## config.mk

```make
export PLATFORM = sky130hd
export DESIGN_NAME = message_line_fifo_with_hold_flat
export DESIGN_NICKNAME = d
export VERILOG_FILES = /design/src/hw/rtl/mlf_pkg.sv /design/src/hw/rtl/mlf_chan_if.sv /design/src/hw/rtl/message_line_fifo_with_hold.sv /design/src/flat_wrapper.sv
export SDC_FILE = /design/constraint.sdc
export NUM_CORES = 2
export LEC_CHECK = 0
export BUFFER_PORTS_ARGS = -buffer_cell sky130_fd_sc_hd__buf_2
export CAP_MARGIN = 20
export CORE_ASPECT_RATIO = 0.7
export CORE_UTILIZATION = 40
export DETAILED_ROUTE_END_ITERATION = 8
export SLEW_MARGIN = 20
export SYNTH_ARGS = -nofsm -noshare
export SYNTH_HDL_FRONTEND = slang
export SYNTH_SLANG_ARGS = --single-unit
```

## constraint.sdc

```tcl
create_clock -name clk -period 6.88 [get_ports clk]
set_input_delay 0.688 -clock clk [delete_from_list [all_inputs] [get_ports clk]]
set_output_delay 0.688 -clock clk [all_outputs]
set_load 0.005 [all_outputs]
```

## src/hw/rtl/mlf_pkg.sv

```systemverilog
`default_nettype none

package mlf_pkg;

	localparam int QUEUE_SLOTS = 16;
	localparam int LINE_BYTES  = 20;

	localparam int SLOT_W      = $clog2(QUEUE_SLOTS);
	localparam int CNT_W       = $clog2(LINE_BYTES + 1);
	localparam int IDX_W       = $clog2(LINE_BYTES);
	localparam int STORE_DEPTH = QUEUE_SLOTS * LINE_BYTES;
	localparam int ADDR_W      = $clog2(STORE_DEPTH);
	localparam int MARK_W      = 4;
	localparam int MARK_MAX    = 15;

	typedef logic [SLOT_W-1:0] slot_t;
	typedef logic [CNT_W-1:0]  cnt_t;
	typedef logic [IDX_W-1:0]  idx_t;
	typedef logic [ADDR_W-1:0] addr_t;
	typedef logic [MARK_W-1:0] mark_t;

	localparam logic [7:0] HOLD_CODE = 8'h51;

	// operation codes
	localparam logic [1:0] OP_PUSH    = 2'd0;
	localparam logic [1:0] OP_DRAIN   = 2'd1;
	localparam logic [1:0] OP_RELEASE = 2'd2;

	// result status codes
	localparam logic [2:0] ST_BYTE   = 3'd0;
	localparam logic [2:0] ST_EMPTY  = 3'd1;
	localparam logic [2:0] ST_HOLD   = 3'd2;
	localparam logic [2:0] ST_COMMIT = 3'd3;
	localparam logic [2:0] ST_DROP   = 3'd4;

	// high mark once the ring has been full
	localparam mark_t MARK_AT_FULL =
		mark_t'((QUEUE_SLOTS - 1 > MARK_MAX) ? MARK_MAX : QUEUE_SLOTS - 1);

	typedef struct packed {
		logic [2:0] status;
		logic [7:0] out_byte;
		logic       end_of_entry;
		logic       queue_full;
		mark_t      depth_high_mark;
	} rsp_t;

	function automatic slot_t slot_inc(input slot_t s);
		return (s == slot_t'(QUEUE_SLOTS - 1)) ? '0 : s + slot_t'(1);
	endfunction

	function automatic slot_t depth_of(input slot_t w, input slot_t r);
		logic [SLOT_W:0] d;
		if (w >= r)
			d = {1'b0, w} - {1'b0, r};
		else
			d = {1'b0, w} + (SLOT_W + 1)'(QUEUE_SLOTS) - {1'b0, r};
		return d[SLOT_W-1:0];
	endfunction

	function automatic mark_t mark_cap(input slot_t d);
		if (int'(d) > MARK_MAX)
			return mark_t'(MARK_MAX);
		return mark_t'(d);
	endfunction

endpackage

`default_nettype wire

```

## src/hw/rtl/mlf_chan_if.sv

```systemverilog
`default_nettype none

interface mlf_cmd_if;
	logic       valid;
	logic       ready;
	logic [1:0] operation;
	logic [7:0] data_byte;
	logic       last_byte;

	modport source (output valid, operation, data_byte, last_byte, input ready);
	modport sink   (input valid, operation, data_byte, last_byte, output ready);
endinterface

interface mlf_rsp_if;
	logic       valid;
	logic       ready;
	logic [2:0] status;
	logic [7:0] out_byte;
	logic       end_of_entry;
	logic       queue_full;
	logic [3:0] depth_high_mark;

	modport source (output valid, status, out_byte, end_of_entry, queue_full,
		depth_high_mark, input ready);
	modport sink   (input valid, status, out_byte, end_of_entry, queue_full,
		depth_high_mark, output ready);
endinterface

`default_nettype wire

```

## src/hw/rtl/message_line_fifo_with_hold.sv

```systemverilog
// message line queue with hold, in front of a serial display link
// cmd channel: one item per push byte, drain request or release; an item is
//   taken when valid and ready are both high
// rsp channel: status results and drained bytes, one per item handshake
// pushes stage bytes into the free ring slot; the byte marked last commits the
//   entry (status committed) or discards it when the ring is full (status
//   dropped), and each gives its result in the cycle after it is taken
// a drain on an empty ring or while the hold is set gives one status result;
//   otherwise the oldest entry leaves one byte per cycle while rsp is ready,
//   the last byte flagged with end_of_entry
// a drain holds the block until its last byte leaves the read stage: the entry
//   store has one read port and each byte passes one read and one output stage
// pushes and releases run at one item per cycle while the output is free
// cmd ready is low during a drain and whenever a result waits on rsp, so a
//   stalled receiver stalls the sender too; nothing is lost or reordered
// reset clears slots, staging count, hold and high mark; the entry store
//   and length table are not cleared, as only committed entries are read

`default_nettype none

module message_line_fifo_with_hold (
	input  logic       clk,
	input  logic       arst_n,
	mlf_cmd_if.sink    cmd,
	mlf_rsp_if.source  rsp
);
	import mlf_pkg::*;

	localparam logic STATE_IDLE  = 1'b0;
	localparam logic STATE_DRAIN = 1'b1;

	// control registers
	logic  state_q;
	slot_t rslot_q;
	slot_t wslot_q;
	cnt_t  staged_q;
	logic  hold_q;
	mark_t mark_q;
	addr_t addr_q;
	idx_t  idx_q;

	// read stage
	logic       vld_s1;
	logic       last_s1;
	logic       chk_s1;
	logic [7:0] rd_data_s1;
	cnt_t       len_rd_q;

	// output register
	logic out_vld_q;
	rsp_t out_q;

	// storage
	logic [7:0] store_mem [STORE_DEPTH];
	cnt_t       len_mem   [QUEUE_SLOTS];

	logic  cmd_acc;
	logic  is_push;
	logic  is_drain;
	logic  is_release;
	logic  room;
	cnt_t  staged_after;
	logic  empty_now;
	logic  full_now;
	logic  commit;
	logic  drop;
	logic  drain_go;
	logic  one_vld;
	logic [2:0] one_st;
	slot_t wslot_nxt;
	mark_t mark_nxt;
	mark_t mark_cand;
	logic  full_nxt;
	addr_t wr_addr;
	logic  mem_we;
	logic  s1_move;
	logic  iss;
	logic  iss_last;

	assign cmd.ready = (state_q == STATE_IDLE) && !vld_s1 && (!out_vld_q || rsp.ready);
	assign cmd_acc   = cmd.valid && cmd.ready;

	assign is_push    = cmd.operation == OP_PUSH;
	assign is_drain   = cmd.operation == OP_DRAIN;
	assign is_release = cmd.operation == OP_RELEASE;

	// bytes beyond the line limit are dropped
	assign room         = staged_q < cnt_t'(LINE_BYTES);
	assign staged_after = room ? staged_q + cnt_t'(1) : staged_q;

	assign empty_now = wslot_q == rslot_q;
	assign full_now  = depth_of(wslot_q, rslot_q) == slot_t'(QUEUE_SLOTS - 1);

	assign commit   = cmd_acc && is_push && cmd.last_byte && !full_now;
	assign drop     = cmd_acc && is_push && cmd.last_byte && full_now;
	assign drain_go = cmd_acc && is_drain && !empty_now && !hold_q;

	assign wslot_nxt = commit ? slot_inc(wslot_q) : wslot_q;
	assign mark_cand = mark_cap(depth_of(wslot_nxt, rslot_q));
	assign mark_nxt  = (commit && mark_cand > mark_q) ? mark_cand : mark_q;
	assign full_nxt  = depth_of(wslot_nxt, rslot_q) == slot_t'(QUEUE_SLOTS - 1);

	// single status results; empty ring is checked before the hold
	always_comb begin
		one_vld = 1'b0;
		one_st  = ST_COMMIT;
		if (cmd_acc) begin
			case (cmd.operation)
				OP_PUSH: begin
					one_vld = cmd.last_byte;
					one_st  = full_now ? ST_DROP : ST_COMMIT;
				end
				OP_DRAIN: begin
					one_vld = empty_now || hold_q;
					one_st  = empty_now ? ST_EMPTY : ST_HOLD;
				end
				default: begin
					one_vld = 1'b0;
				end
			endcase
		end
	end

	// staging writes always go to the free slot, which no drain reads
	assign mem_we  = cmd_acc && is_push && room;
	assign wr_addr = addr_t'(wslot_q) * addr_t'(LINE_BYTES) + addr_t'(staged_q);

	// drain byte sequencer: one store read per cycle while the stages move
	assign s1_move  = vld_s1 && (!out_vld_q || rsp.ready);
	assign iss      = (state_q == STATE_DRAIN) && (!vld_s1 || s1_move);
	assign iss_last = (cnt_t'(idx_q) + cnt_t'(1)) == len_rd_q;

	always_ff @(posedge clk) begin
		if (mem_we)
			store_mem[wr_addr] <= cmd.data_byte;
		if (iss)
			rd_data_s1 <= store_mem[addr_q];
	end

	always_ff @(posedge clk) begin
		if (commit)
			len_mem[wslot_q] <= staged_after;
		if (drain_go)
			len_rd_q <= len_mem[rslot_q];
	end

	always_ff @(posedge clk or negedge arst_n) begin
		if (!arst_n) begin
			state_q  <= STATE_IDLE;
			rslot_q  <= '0;
			wslot_q  <= '0;
			staged_q <= '0;
			hold_q   <= 1'b0;
			mark_q   <= '0;
			addr_q   <= '0;
			idx_q    <= '0;
			vld_s1   <= 1'b0;
			last_s1  <= 1'b0;
			chk_s1   <= 1'b0;
		end else begin
			wslot_q <= wslot_nxt;
			mark_q  <= mark_nxt;
			if (cmd_acc && is_push)
				staged_q <= cmd.last_byte ? '0 : staged_after;
			if (drain_go) begin
				state_q <= STATE_DRAIN;
				rslot_q <= slot_inc(rslot_q);
				addr_q  <= addr_t'(rslot_q) * addr_t'(LINE_BYTES);
				idx_q   <= '0;
			end
			if (iss) begin
				addr_q  <= addr_q + addr_t'(1);
				idx_q   <= idx_q + idx_t'(1);
				vld_s1  <= 1'b1;
				last_s1 <= iss_last;
				chk_s1  <= idx_q == idx_t'(1);
				if (iss_last)
					state_q <= STATE_IDLE;
			end else if (s1_move) begin
				vld_s1 <= 1'b0;
			end
			// second byte of the entry decides the hold
			if (s1_move && chk_s1 && rd_data_s1 == HOLD_CODE)
				hold_q <= 1'b1;
			else if (cmd_acc && is_release)
				hold_q <= 1'b0;
		end
	end

	always_ff @(posedge clk or negedge arst_n) begin
		if (!arst_n) begin
			out_vld_q <= 1'b0;
		end else if (s1_move || one_vld) begin
			out_vld_q <= 1'b1;
		end else if (rsp.ready) begin
			out_vld_q <= 1'b0;
		end
	end

	// drained bytes see the ring after the drain took effect
	always_ff @(posedge clk) begin
		if (s1_move) begin
			out_q.status          <= ST_BYTE;
			out_q.out_byte        <= rd_data_s1;
			out_q.end_of_entry    <= last_s1;
			out_q.queue_full      <= full_now;
			out_q.depth_high_mark <= mark_q;
		end else if (one_vld) begin
			out_q.status          <= one_st;
			out_q.out_byte        <= '0;
			out_q.end_of_entry    <= 1'b1;
			out_q.queue_full      <= full_nxt;
			out_q.depth_high_mark <= mark_nxt;
		end
	end

	assign rsp.valid           = out_vld_q;
	assign rsp.status          = out_q.status;
	assign rsp.out_byte        = out_q.out_byte;
	assign rsp.end_of_entry    = out_q.end_of_entry;
	assign rsp.queue_full      = out_q.queue_full;
	assign rsp.depth_high_mark = out_q.depth_high_mark;

endmodule

`default_nettype wire

```

## src/flat_wrapper.sv

```systemverilog
// flat-port wrapper written by rule: the top's interface ports become plain ports
module message_line_fifo_with_hold_flat import mlf_pkg::*;
  (clk, arst_n, cmd_valid, cmd_operation, cmd_data_byte, cmd_last_byte, cmd_ready, rsp_valid, rsp_status, rsp_out_byte, rsp_end_of_entry, rsp_queue_full, rsp_depth_high_mark, rsp_ready);
  mlf_cmd_if cmd_i ();
  mlf_rsp_if rsp_i ();
  input  logic clk;
  input  logic arst_n;
  input wire logic [$bits(cmd_i.valid)-1:0] cmd_valid;
  input wire logic [$bits(cmd_i.operation)-1:0] cmd_operation;
  input wire logic [$bits(cmd_i.data_byte)-1:0] cmd_data_byte;
  input wire logic [$bits(cmd_i.last_byte)-1:0] cmd_last_byte;
  output wire logic [$bits(cmd_i.ready)-1:0] cmd_ready;
  output wire logic [$bits(rsp_i.valid)-1:0] rsp_valid;
  output wire logic [$bits(rsp_i.status)-1:0] rsp_status;
  output wire logic [$bits(rsp_i.out_byte)-1:0] rsp_out_byte;
  output wire logic [$bits(rsp_i.end_of_entry)-1:0] rsp_end_of_entry;
  output wire logic [$bits(rsp_i.queue_full)-1:0] rsp_queue_full;
  output wire logic [$bits(rsp_i.depth_high_mark)-1:0] rsp_depth_high_mark;
  input wire logic [$bits(rsp_i.ready)-1:0] rsp_ready;
  assign cmd_i.valid = cmd_valid;
  assign cmd_i.operation = cmd_operation;
  assign cmd_i.data_byte = cmd_data_byte;
  assign cmd_i.last_byte = cmd_last_byte;
  assign cmd_ready = cmd_i.ready;
  assign rsp_valid = rsp_i.valid;
  assign rsp_status = rsp_i.status;
  assign rsp_out_byte = rsp_i.out_byte;
  assign rsp_end_of_entry = rsp_i.end_of_entry;
  assign rsp_queue_full = rsp_i.queue_full;
  assign rsp_depth_high_mark = rsp_i.depth_high_mark;
  assign rsp_i.ready = rsp_ready;
  message_line_fifo_with_hold u_core (.clk(clk), .arst_n(arst_n), .cmd(cmd_i), .rsp(rsp_i));
endmodule
```

## Word level (Yosys, flattened, before mapping)

Memory sizes are Yosys's and may differ from the RTL's. A register that Yosys moved wholly into a read port is not among the register bits.
Cells that the tools add are included.

| storage, ports and cells | value |
|---|---|
| bits in registers | 54 |
| input port bits | 15 |
| memories | 2 |
| word-level logic and storage cells | 112 |
| bits in writable memories | 2640 |

| cells by class | value |
|---|---|
| equal/unequal tests | 10 |
| $lt $le $gt $ge | 4 |
| mux-type cells | 33 |
| reduce and logical (&&, ||, !) cells | 31 |
| $mul | 2 |
| add/sub/neg operators | 12 |
| bitwise operators | 1 |

Memories:

| memory | depth | bits a word | rd ports | clocked after Yosys merged registers in | wr ports | line | RTL |
|---|---|---|---|---|---|---|---|
| u_core.store_mem | 320 | 8 | 1 | 1 | 1 | message_line_fifo_with_hold.sv:54 | `logic [7:0] store_mem [STORE_DEPTH];` |
| u_core.len_mem | 16 | 5 | 1 | 1 | 1 | message_line_fifo_with_hold.sv:55 | `cnt_t len_mem [QUEUE_SLOTS];` |

Operator list:

| kind | count |
|---|---|
| $mux W14 | 2 |
| $mux W4 | 6 |
| $mux W5 | 4 |
| $mux W9 | 2 |
| $add A4 B1 Y4 const B | 4 |
| $eq A4 B4 Y1 const B | 4 |
| $logic_and A1 B1 Y1 | 16 |
| $sub A4 B4 Y4 | 4 |
| $mul A4 B3 Y7 const B | 2 |
| $mux W1 | 14 |
| $add A5 B1 Y5 const B | 2 |
| $reduce_bool A2 Y1 | 5 |
| $add A9 B1 Y9 const B | 1 |
| $add A9 B5 Y9 | 1 |
| $eq A8 B7 Y1 const B | 1 |
| $ge A4 B4 Y1 | 2 |
| $mux W3 | 2 |
| $pmux W3 S2 | 1 |
| $eq A5 B1 Y1 const B | 1 |
| $eq A5 B5 Y1 | 1 |
| $logic_not A1 Y1 | 5 |
| $lt A5 B5 Y1 const B | 1 |
| $eq A4 B4 Y1 | 1 |
| $gt A4 B4 Y1 | 1 |
| other kinds (7) | 10 |

## Depth between registers and ports, before layout

| logic depth | value |
|---|---|
| depth in word-level cells | 16 |
| mapped depth | 23 |

## Worst setup path before layout

OpenSTA, ideal clock, no wires.

| path | value |
|---|---|
| kind | register to register |
| start | register u_core.rslot_q[1] |
| end | register u_core.rsp.depth_high_mark[2] (netlist name) |
| cell stages (with the launch flop) | 23 |
| library setup time | 0.260 ns |
| required time | 6.620 ns |
| setup slack | 1.590 ns |
| clock period less this slack | 5.290 ns |
| arrival | 5.030 ns |
| cell sequence | dfrtp_1 clkbuf_1 clkbuf_1 inv_1 ha_1 nor2b_1 o21ai_0 nand3_1 and3_1 clkbuf_1 nor2_1 a21oi_1 ha_1 fa_1 inv_1 ha_1 nor2b_1 o21ai_0 nand2b_1 a21oi_1 a41o_1 nor3_2 mux2_2 |

| on the way | value |
|---|---|
| word-level cells in the longest chain between the ends | 14 |
| elaborated cells on any way between the ends | 18 |

RTL lines:

| item | line | RTL |
|---|---|---|
| from (decl) | message_line_fifo_with_hold.sv:34 | `slot_t rslot_q;` |
| from (signal assigned) | message_line_fifo_with_hold.sv:167 | `rslot_q <= slot_inc(rslot_q);` |
| $sub A4 B4 Y4 (tied with other cells) | mlf_pkg.sv:57 | `d = {1'b0, w} + (SLOT_W + 1)'(QUEUE_SLOTS) - {1'b0, r};` |
| $mux W4 | mlf_pkg.sv:54 | `if (w >= r)` |
| $eq A4 B4 Y1 | message_line_fifo_with_hold.sv:92 | `assign full_now = depth_of(wslot_q, rslot_q) == slot_t'(QUEUE_SLOTS - 1);` |
| $logic_not A1 Y1 | message_line_fifo_with_hold.sv:94 | `assign commit = cmd_acc && is_push && cmd.last_byte && !full_now;` |
| $logic_and A1 B1 Y1 | message_line_fifo_with_hold.sv:94 |  |
| $mux W4 | message_line_fifo_with_hold.sv:98 | `assign wslot_nxt = commit ? slot_inc(wslot_q) : wslot_q;` |
| $add A4 B1 Y4 | mlf_pkg.sv:57 |  |
| $sub A4 B4 Y4 | mlf_pkg.sv:57 |  |
| $mux W4 | mlf_pkg.sv:54 |  |
| $gt A4 B4 Y1 | message_line_fifo_with_hold.sv:100 | `assign mark_nxt = (commit && mark_cand > mark_q) ? mark_cand : mark_q;` |
| $logic_and A1 B1 Y1 | message_line_fifo_with_hold.sv:100 |  |
| $mux W4 * | message_line_fifo_with_hold.sv:100 |  |
| $mux W14 * | message_line_fifo_with_hold.sv:208 | `end else if (one_vld) begin` |
| $mux W14 * | message_line_fifo_with_hold.sv:202 | `if (s1_move) begin` |

Mark *: on every way between the ends. The rest lies on a longest branch, timed or not. The select of a mux whose other input is x is not followed.
A chain may end at the register's enable or synchronous reset.

## Worst setup path in the final report

| path | value |
|---|---|
| start | register u_core.wslot_q[0] |
| end | register u_core.rsp.depth_high_mark[3] (netlist name) |

| on the way | value |
|---|---|
| word-level cells in the longest chain between the ends | 15 |
| elaborated cells on any way between the ends | 22 |

RTL lines:

| item | line | RTL |
|---|---|---|
| from (decl) | message_line_fifo_with_hold.sv:35 | `slot_t wslot_q;` |
| from (signal assigned) | message_line_fifo_with_hold.sv:161 | `wslot_q <= wslot_nxt;` |
| $add A4 B1 Y4 | mlf_pkg.sv:57 |  |
| $sub A4 B4 Y4 | mlf_pkg.sv:57 |  |
| $mux W4 | mlf_pkg.sv:54 |  |
| $eq A4 B4 Y1 | message_line_fifo_with_hold.sv:92 |  |
| $logic_not A1 Y1 | message_line_fifo_with_hold.sv:94 |  |
| $logic_and A1 B1 Y1 | message_line_fifo_with_hold.sv:94 |  |
| $mux W4 | message_line_fifo_with_hold.sv:98 |  |
| $add A4 B1 Y4 | mlf_pkg.sv:57 |  |
| $sub A4 B4 Y4 | mlf_pkg.sv:57 |  |
| $mux W4 | mlf_pkg.sv:54 |  |
| $gt A4 B4 Y1 | message_line_fifo_with_hold.sv:100 |  |
| $logic_and A1 B1 Y1 | message_line_fifo_with_hold.sv:100 |  |
| $mux W4 * | message_line_fifo_with_hold.sv:100 |  |
| $mux W14 * | message_line_fifo_with_hold.sv:208 |  |
| $mux W14 * | message_line_fifo_with_hold.sv:202 |  |

Marks and branches as above.

==> key figures <==
Finish
  – Fin util: 45.2%
  – P&R area growth vs syn: 11.8%
  – Fin cells: 8,858
  – Final instance area: about 0.12 sq mm
  – Layout cells sized above 1: 23.2%
  – # nets final: approximately 5,200

Outcome
  – Status: completed

Timing
  – Peak Freq: 181 MHz
  – Max Clock Skew: just under 0.09 ns
  – Final Hold Viols: 0
  – Slew HR: 17.5%
  – Fin crit period: 5.54 ns
  – Unrepaired setup endpoints after global routing: false
  – Min Hold Slack: 0.182 ns
  – Setup slack after layout: roughly 1.3 ns
  – Final Max Tran Viols: 0
  – Worst-margin pin slew: 1.24 ns
  – # setup viols final: 0
  – Setup tns final: 0 ns
  – Final worst path period share: between 80% and 90%

CTS
  – TritonCTS Buffers: 240
  – H-tree level count: 4
  – Clock Sinks: between 2,000 and 3,000
  – Clk root buf: clkbuf_16
  – Post_cts resized: 0
  – CTS tree: done
  – Clock transition at path regs: ~0.07 ns
  – Clock tree buffer depth: 4
  – Clk_lat worst skew: 0.92 ns

Floorplan
  – Core ar.: 0.262 sq mm
  – Die height: between 400 and 500 um
  – Rows: roughly 160
  – DIE WIDTH: slightly above 600 um
  – Starting Density: 40.4%
  – Die ar.: 0.267 sq mm
  – Ports: 34

Setup path
  – Critical Path RT: 7.47 ns
  – R2r worst-path depth: 21
  – Crit path DAT: 6.13 ns
  – Crit path max fanout: 10
  – Setup CP Type: reg2reg
  – CP Capture Type: register
  – Critical Path Start Type: register

Synth
  – Mapped Nets: 5,085
  – Post-synth top area share: 75.6%
  – EDFF count, synth: 2,667
  – Mapped cell area: 0.106 sq mm
  – Synth warnings: 0
  – Syn Inst Count: slightly above 5,000
  – Main synth FF type: edfxtp_1
  – Sequential area share after synthesis: 76.5%
  – Yosys reg bits: 2,707
  – Ranking of synthesized cells by area: edfxtp_1 76%, mux4_2 14%, mux2i_1 1.6%, nor2_1 1.4%, dfrtp_1 0.87%
  – Synth cell types: 79
  – Synth area leader: edfxtp_1
  – FFs w/ async S/R, synth: under 10%
  – Syn Area/Cell: 21.1 sq um

Drt
  – Routed via count: 53,900
  – DRC viols: 0
  – Final antenna-violating net count: 0
  – Starting DRT DRC Count: 8,008
  – First-pass detailed-route iteration total: 6
  – Vias per cell: 6.09
  – DR WL/cell: 33.0 um
  – WL final: 292,000 um

Power
  – Leakage: 36.3 nW
  – Power Internal: 31.5 mW
  – Sequential power share: ~40%
  – Share of total power in the clock network: 29.6%
  – Final Power: between 40 and 50 mW
  – Worst vdd ir: 0.282 mV
  – Pwr Density: 394 mW/mm^2
  – Sw Share: about 33%
  – Sw power: 15.2 mW
  – Comb power frac: about 30%

Global route
  – Largest net degree at the start of global routing: between 150 and 200
  – Initial antenna violation count: 21
  – Total GRT Usage: 21.7%
  – Total grt overflow: 0
  – Vias in the first global route: around 52,000
  – Global-route wire length before repair: between 400,000 and 500,000 um

Place
  – Routability congestion estimate: 0.859
  – I/O Buffers: 33
  – Post-DP HPWL: approximately 180,000 um
  – Placed inst area: 0.111 sq mm
  – Placed cell count: 8,419
  – Place WS: about 1.3 ns

Hold path
  – Hold Path Stages: 3
  – Worst hold path class: in2reg

Flow run
  – Max Cap Viol: 0
-- final cells by class --
cell class / count / area (sq um)
Fill cell: 21900 / 144000
Sequential cell: 2707 / 81100
Clock inverter: 144 / 1600
Timing Repair Buffer: 183 / 1600
Clock buffer: 291 / 6280
Tap cell: 3498 / 4380
Antenna cell: 3 / 7.51
Inverter: 27 / 109
Multi-Input combinational cell: 2005 / 23500
-- flip-flops by register name, summed over array words and instances, names as in the netlist --
name and flops:
u_core.wslot_q 4, u_core.staged_q 5, u_core.store_mem 2560, u_core.state_q 1, u_core.idx_q 5, u_core.hold_q 1, u_core.addr_q 9, u_core.rsp.queue_full 1
u_core.rsp.valid 1, u_core.rsp.depth_high_mark 4, u_core.mark_q 4, u_core.len_mem 80, u_core.rd_data_s1 8, u_core.last_s1 1, u_core.chk_s1 1, u_core.rsp.end_of_entry 1
u_core.len_rd_q 5, u_core.vld_s1 1, u_core.rsp.status 3, u_core.rsp.out_byte 8, u_core.rslot_q 4
-- layer usage --
metal / GRT usage (%) / wire length, um / vias to the layer above
met3: 6.38 / 36700 / 409
met5: 0.126 / 77 / -
met4: 4.59 / 6710 / 6
li1: - / - / 21200
met1: 34.0 / 127000 / 28900
met2: 29.9 / 121000 / 3409
-- cell usage after synthesis (8+ instances only) --
library cell,instances
nor3_1,18
and2_1,13
a221oi_1,35
clkbuf_1,127
xor2_1,8
nand2_1,112
nor2_1,402
o221ai_1,11
dfrtp_1,37
buf_1,32
buf_2,78
edfxtp_1,2667
o22ai_1,39
nor2b_1,16
ha_1,33
nand4_1,11
a22o_1,12
a211oi_1,15
a22oi_1,69
buf_6,23
mux4_2,661
inv_1,21
nand2b_1,16
nand3_1,45
o21ai_0,63
buf_4,33
mux2_2,12
a31oi_1,13
xnor2_1,19
mux2i_1,172
a21o_1,12
a21oi_1,73
o211ai_1,9
-- timing repair --
item / 4_1_cts / 5_1_grt
hold endpoints to repair: 37 / 0
hold buffers: 1 / 0
setup buffers: 0 / 0
-- critical path, cell delays in order (launching register included) --
cell and delay, ns:
dfrtp_1 0.48, inv_1 0.19, ha_1 0.19, inv_1 0.06
fa_1 0.38, xnor2_1 0.14, nor3b_1 0.32, and3_1 0.33
nor2_1 0.19, nor2_1 0.19, a21oi_1 0.09, ha_1 0.28
fa_1 0.58, inv_1 0.06, ha_1 0.29, nor2b_1 0.13
o21ai_0 0.09, nand2b_1 0.10, a21oi_1 0.08, a41o_1 0.22
nor3_2 0.53, mux2_2 0.42
-- final timing paths --
kind | from | endpoint | slack (ns)
worst max-delay path | u_core.wslot_q[0] | u_core.rsp.depth_high_mark[3] | 1.34
worst min-delay path | cmd_operation[1] | u_core.hold_q | 0.18
worst max register to register | u_core.wslot_q[0] | u_core.rsp.depth_high_mark[3] | 1.34
worst min register to register | u_core.rsp.status[2] | u_core.rsp.status[2] | 0.46
max in group asynchronous | arst_n | u_core.addr_q[2] | 5.66
min in group asynchronous | arst_n | u_core.mark_q[2] | 0.52
-- power by group through the flow --
stage | sequential, mW | clock, mW | combinational (mW)
global route | 18.8 | 14.6 | 14.7
floorplan | 18.8 | 0 | 8.60
global placement | 19.1 | 0 | 13.8
CTS | 18.8 | 14.0 | 13.9
finish | 18.8 | 13.8 | 14.1
detailed placement | 19.1 | 0 | 13.9
-- cell families (layout without fill, tap and decap cells) --
| logic type | count (synthesis) | after routing | synth area share, % |
|---|---|---|---|
| flops | 2707 | 2707 | 76.5 |
| mux | 845 | 845 | 15.8 |
| simple gates | 677 | 677 | 2.77 |
| compound gates | 418 | 418 | 2.73 |
| buf+inv | 320 | 645 | 1.51 |
| fa+ha+maj | 38 | 38 | 0.484 |
| xor+xnor | 27 | 27 | 0.223 |
| other cells | 0 | 3 | 0 |
-- layout by cell type, fill, tap and decap left out, types with 9 or more instances in the layout --
cell type   synthesis  final
a211oi_1           15     15
a21o_1             12     12
a21oi_1            73     73
a221oi_1           35     35
a22o_1             12     12
a22oi_1            69     69
a31oi_1            13     13
and2_1             13     12
buf_12              0     18
buf_2              78     25
buf_4              33    131
bufinv_16           0     34
clkbuf_1          127     46
clkbuf_16           0    243
clkinv_1            1     53
clkinv_2            0     36
clkinvlp_4          0     13
dfrtp_1            37     31
edfxtp_1         2667   2667
ha_1               33     33
inv_1              21     21
mux2_2             12     12
mux2i_1           172    172
mux4_2            661    661
nand2_1           112    112
nand2b_1           16     16
nand3_1            45     33
nand3_2             0     12
nand4_1            11     11
nor2_1            402    393
nor2b_1            16     13
nor3_1             18     17
o211ai_1            9      9
o21ai_0            63     62
o221ai_1           11     11
o22ai_1            39     39
xnor2_1            19     19
Power figures use the tool's default switching activity.
